==> src/hw/rtl/dtf_pkg.sv <==
package dtf_pkg;

  localparam int unsigned VertexW      = 21;
  localparam int unsigned HashW        = 32;
  localparam int unsigned EpochW       = 8;
  localparam int unsigned CountW       = 13;
  localparam int unsigned TableEntries = 4096;
  localparam int unsigned ProbeLimit   = 8;

  localparam logic [HashW-1:0]  HashMix  = 32'h9e37_79b9;
  localparam logic [CountW-1:0] CountMax = {CountW{1'b1}};

  typedef struct packed {
    logic [VertexW-1:0] vertex_a;
    logic [VertexW-1:0] vertex_b;
    logic [VertexW-1:0] vertex_c;
    logic               start_of_mesh;
  } in_item_t;

  typedef struct packed {
    logic is_duplicate;
    logic table_overflow;
  } out_item_t;

  // Sorted triple, smallest index first.
  typedef struct packed {
    logic [VertexW-1:0] lo;
    logic [VertexW-1:0] mid;
    logic [VertexW-1:0] hi;
  } key_t;

  // An entry counts as present only when its epoch matches the current one.
  typedef struct packed {
    logic              valid;
    logic [EpochW-1:0] epoch;
    key_t              key;
  } entry_t;

  typedef struct packed {
    logic             done;
    logic [HashW-1:0] hash;
    key_t             key;
  } key_status_t;

  function automatic logic [HashW-1:0] mix_in(logic [HashW-1:0] h, logic [VertexW-1:0] v);
    logic [HashW-1:0] sum;
    sum = HashW'(v) + HashMix + {h[HashW-7:0], 6'b0} + {2'b0, h[HashW-1:2]};
    return h ^ sum;
  endfunction

endpackage

==> src/hw/rtl/dtf_keygen.sv <==
module dtf_keygen (
  input  logic                 clk_i,
  input  logic                 rst_ni,
  input  logic                 start_i,
  input  dtf_pkg::in_item_t    item_i,
  output dtf_pkg::key_status_t status_o
);
  import dtf_pkg::*;

  key_t             key_q, key_d;
  logic [HashW-1:0] hash_q, hash_d;
  logic [1:0]       step_q, step_d;
  logic             busy_q, busy_d;
  logic             done_q, done_d;
  logic [VertexW-1:0] s0, s1, s2, t;
  logic [VertexW-1:0] mix_v;

  // Three compare-exchange stages put the indices in ascending order.
  always_comb begin
    t  = '0;
    s0 = item_i.vertex_a;
    s1 = item_i.vertex_b;
    s2 = item_i.vertex_c;
    if (s0 > s1) begin
      t = s0; s0 = s1; s1 = t;
    end
    if (s1 > s2) begin
      t = s1; s1 = s2; s2 = t;
    end
    if (s0 > s1) begin
      t = s0; s0 = s1; s1 = t;
    end
  end

  always_comb begin
    case (step_q)
      2'd0:    mix_v = key_q.lo;
      2'd1:    mix_v = key_q.mid;
      default: mix_v = key_q.hi;
    endcase
  end

  always_comb begin
    key_d  = key_q;
    hash_d = hash_q;
    step_d = step_q;
    busy_d = busy_q;
    done_d = done_q;
    if (start_i) begin
      key_d  = '{lo: s0, mid: s1, hi: s2};
      hash_d = '0;
      step_d = '0;
      busy_d = 1'b1;
      done_d = 1'b0;
    end else if (busy_q) begin
      hash_d = mix_in(hash_q, mix_v);
      step_d = step_q + 2'd1;
      if (step_q == 2'd2) begin
        busy_d = 1'b0;
        done_d = 1'b1;
      end
    end
  end

  always_ff @(posedge clk_i or negedge rst_ni) begin
    if (!rst_ni) begin
      step_q <= '0;
      busy_q <= 1'b0;
      done_q <= 1'b0;
    end else begin
      step_q <= step_d;
      busy_q <= busy_d;
      done_q <= done_d;
    end
  end

  always_ff @(posedge clk_i) begin
    key_q  <= key_d;
    hash_q <= hash_d;
  end

  assign status_o = '{done: done_q, hash: hash_q, key: key_q};

endmodule
==> config.mk <==
export PLATFORM = sky130hd
export DESIGN_NAME = dtf_keygen
export DESIGN_NICKNAME = d
export VERILOG_FILES = /design/src/hw/rtl/dtf_pkg.sv /design/src/hw/rtl/dtf_keygen.sv
export SDC_FILE = /design/constraint.sdc
export NUM_CORES = 1
export LEC_CHECK = 0
export BUFFER_PORTS_ARGS = -buffer_cell sky130_fd_sc_hd__buf_2
export CORE_MARGIN = 8
export CORE_UTILIZATION = 36
export CTS_BUF_LIST = sky130_fd_sc_hd__clkbuf_16
export CTS_CLUSTER_DIAMETER = 100
export DETAILED_ROUTE_END_ITERATION = 10
export GPL_ROUTABILITY_DRIVEN = 0
export PLACE_DENSITY_LB_ADDON = 0.12
export SYNTH_ARGS = -nofsm -noshare
export SYNTH_HDL_FRONTEND = slang
export SYNTH_SLANG_ARGS = --single-unit
==> constraint.sdc <==
create_clock -name clk_i -period 6.41 [get_ports clk_i]
set_input_delay 1.923 -clock clk_i [delete_from_list [all_inputs] [get_ports clk_i]]
set_output_delay 1.923 -clock clk_i [all_outputs]
set_load 0.01 [all_outputs]
==> impl_metrics.json <==
{
  "outcome": "finished, violations left",
  "violations": "setup timing",
  "met3WireLength_um": 1202,
  "routed_wl_um": 31230,
  "finalMaxSlewViolations": 0,
  "die_w_um": 178.3,
  "insertion_delay_ns": 0.36,
  "cts_hold_buf": 0,
  "n_antenna_cell": 0,
  "fin_worst_skew_ns": 0.008922,
  "rsz0062_at_grt": "true",
  "cts_buffer_depth": 2,
  "hold_viol": 0,
  "slowest_stage": "mux2i_4",
  "htreeDepth": 3,
  "drtPass1Iterations": 5,
  "io_buffer_count": 161,
  "slew-limit-headroom_pct": 49.05,
  "fin_util_pct": 50.20,
  "grt_overflow_total": 0,
  "grt_max_degree": 61,
  "final_nets": 1602,
  "worst_pin_slew_ns": 0.7643,
  "grt_pass1_vias": 8785,
  "cts_tree": "done",
  "ys_ff_latch": 99,
  "io_pins": 163,
  "fmax_mhz": 134.1,
  "die_h_um": 178.3,
  "yosysSeqAreaShare_pct": 27.75,
  "worst_setup_path_end_kind": "register",
  "start_util_pct": 36.51,
  "dp_hpwl_um": 24260,
  "cp.required_ns": 6.61,
  "synth_edf_count": 63,
  "rows": 59,
  "final_common_cell": "buf_2",
  "maxCapViolCount": 0,
  "start_kind": "primary input",
  "placed_area_um2": 11580,
  "hold_ws_ns": 0.5052,
  "period_minus_slack_ns": 7.457,
  "synthArstFlopShare_pct": 4.040,
  "finalWorstSetupSlack_ns": -1.047,
  "dieArea_um2": 31810,
  "cpMostUsedCell": "a21o_1",
  "core_area_um2": 25980,
  "top_layer": "met4",
  "arrival_ns": 7.65,
  "grt_pass1_wl_um": 48100,
  "yosys_most_used_dff": "edfxtp_1",
  "path_clk_slew_ns": 0.08,
  "ys_types": 63,
  "finalCritPeriodShare_pct": 116.3,
  "cts_buffers": 9,
  "final_cell_area_um2": 13040,
  "area_delta_synth_final_pct": 37.48,
  "ant_nets": 0,
  "vias": 8906,
  "cp_max_fo": 7,
  "route.met2.wl_um": 15070,
  "postSynthAreaPerCell_um2": 8.586,
  "drtIter0Drc": 371,
  "clock-root-buffer": "clkbuf_16",
  "hold_path.class": "register to register",
  "drc": 0,
  "yosysWarningCount": 0,
  "syn_area_um2": 9488,
  "syn_inst": 1105,
  "setup_viol_count_final": 42,
  "grtUsageTotal_pct": 19.23,
  "cts.sinks": 99,
  "layout_common_cells": "buf_2, buf_4, ha_1",
  "finalSetupTns_ns": -41.65,
  "max_stage_delay_ns": 0.34,
  "wl_per_cell_um": 18.17,
  "wl_met1_um": 14310,
  "syn-num-nets": 1328,
  "antenna_found_initial": 0,
  "viasPerCell": 5.181,
  "critical_path_class": "primary input to register",
  "drive_gt1_share_pct": 34.25
}
state kept, by name, indices dropped and copies added, names as in the netlist:
register	count
status_o	63
done_q	1
step_q	2
busy_q	1
hash_q	32
metrics by stage:
| step | worst slack [ns] | instances |
|---|---|---|
| after floorplan | -0.9556 | 1105 |
| after global placement | -1.421 | 1674 |
| after detailed placement | -1.499 | 1674 |
| after CTS | -0.8744 | 1712 |
| after global routing | -1.293 | 1719 |
| final | -1.047 | 1719 |
kinds of logic (layout without fill, tap and decap cells):
group / count (synthesis) / after routing / share of synthesized area, %
AO/OA/AOI/OAI: 303 / 303 / 20.02
XOR/XNOR: 47 / 47 / 4.339
adder cells (fa/ha/maj): 156 / 156 / 21.84
buffers and inverters: 175 / 452 / 7.345
flip-flops: 99 / 99 / 27.75
multiplexers: 53 / 55 / 5.921
AND/OR/NAND/NOR: 272 / 272 / 12.79
synthesized netlist by cell type (all sizes together), types with 10 or more instances:
cell type | count | area share (%)
ha | 140 | 18
inv | 126 | 5.0
nand2 | 102 | 4.1
nor2 | 100 | 4.0
a21oi | 74 | 4.0
o21ai | 72 | 3.8
edfxtp | 63 | 20
o22ai | 43 | 2.8
xnor2 | 41 | 3.8
dfxtp | 32 | 6.8
mux2i | 28 | 3.0
a31oi | 27 | 1.8
clkbuf | 27 | 1.1
a21o | 25 | 2.0
mux2 | 25 | 3.0
buf | 22 | 1.3
fa | 16 | 3.4
a22o | 15 | 1.4
nand3 | 11 | 0.58
nand4 | 11 | 0.73
nor3 | 10 | 0.53
layer usage:
layer,up-vias,GRT usage [%]
met3,42,2.498
met2,223,32.91
li1,4502,-
met4,0,4.271
met1,4139,25.40
met5,-,0
critical path, delay by kind of cell:
kind	cells	cell delay, ns
AO/OA/AOI/OAI	12	2.22
AND/OR/NAND/NOR	7	1.00
multiplexers	3	0.91
buffers and inverters	7	0.91
adder cells (fa/ha/maj)	3	0.66
repair_timing:
action                                  4_1_cts  5_1_grt
pin swaps                                    20       39
hold endpoints to repair                      0        0
gates resized for setup                      88       80
buffers inserted                             17        7
endpoints found under the setup margin       42       42
cloned                                        6        2
worst paths after layout:
kind,from,endpoint,slack (ns),cells after the start
min in group asynchronous,rst_ni,done_q,1.36,1
worst max register to register,step_q[1],hash_q[30],1.43,19
worst max-delay path,item_i[23],status_o[51],-1.05,32
worst min-delay path,hash_q[22],hash_q[22],0.51,2
max in group asynchronous,rst_ni,busy_q,4.93,1
worst min register to register,hash_q[22],hash_q[22],0.51,2
area by class of cell:
type                       instances  area [um2]
fill                            2507       12940
clock inverter                     7       63.81
sequential                        99        2633
inverter                         126       480.5
timing repair buffer             310        2137
multi-input combinational        833        7086
clock buffer                       9       225.2
tap                              335       419.2
Power is not shown: default switching activity piles up to over one toggle a cycle in this logic, so the estimate is an artifact.
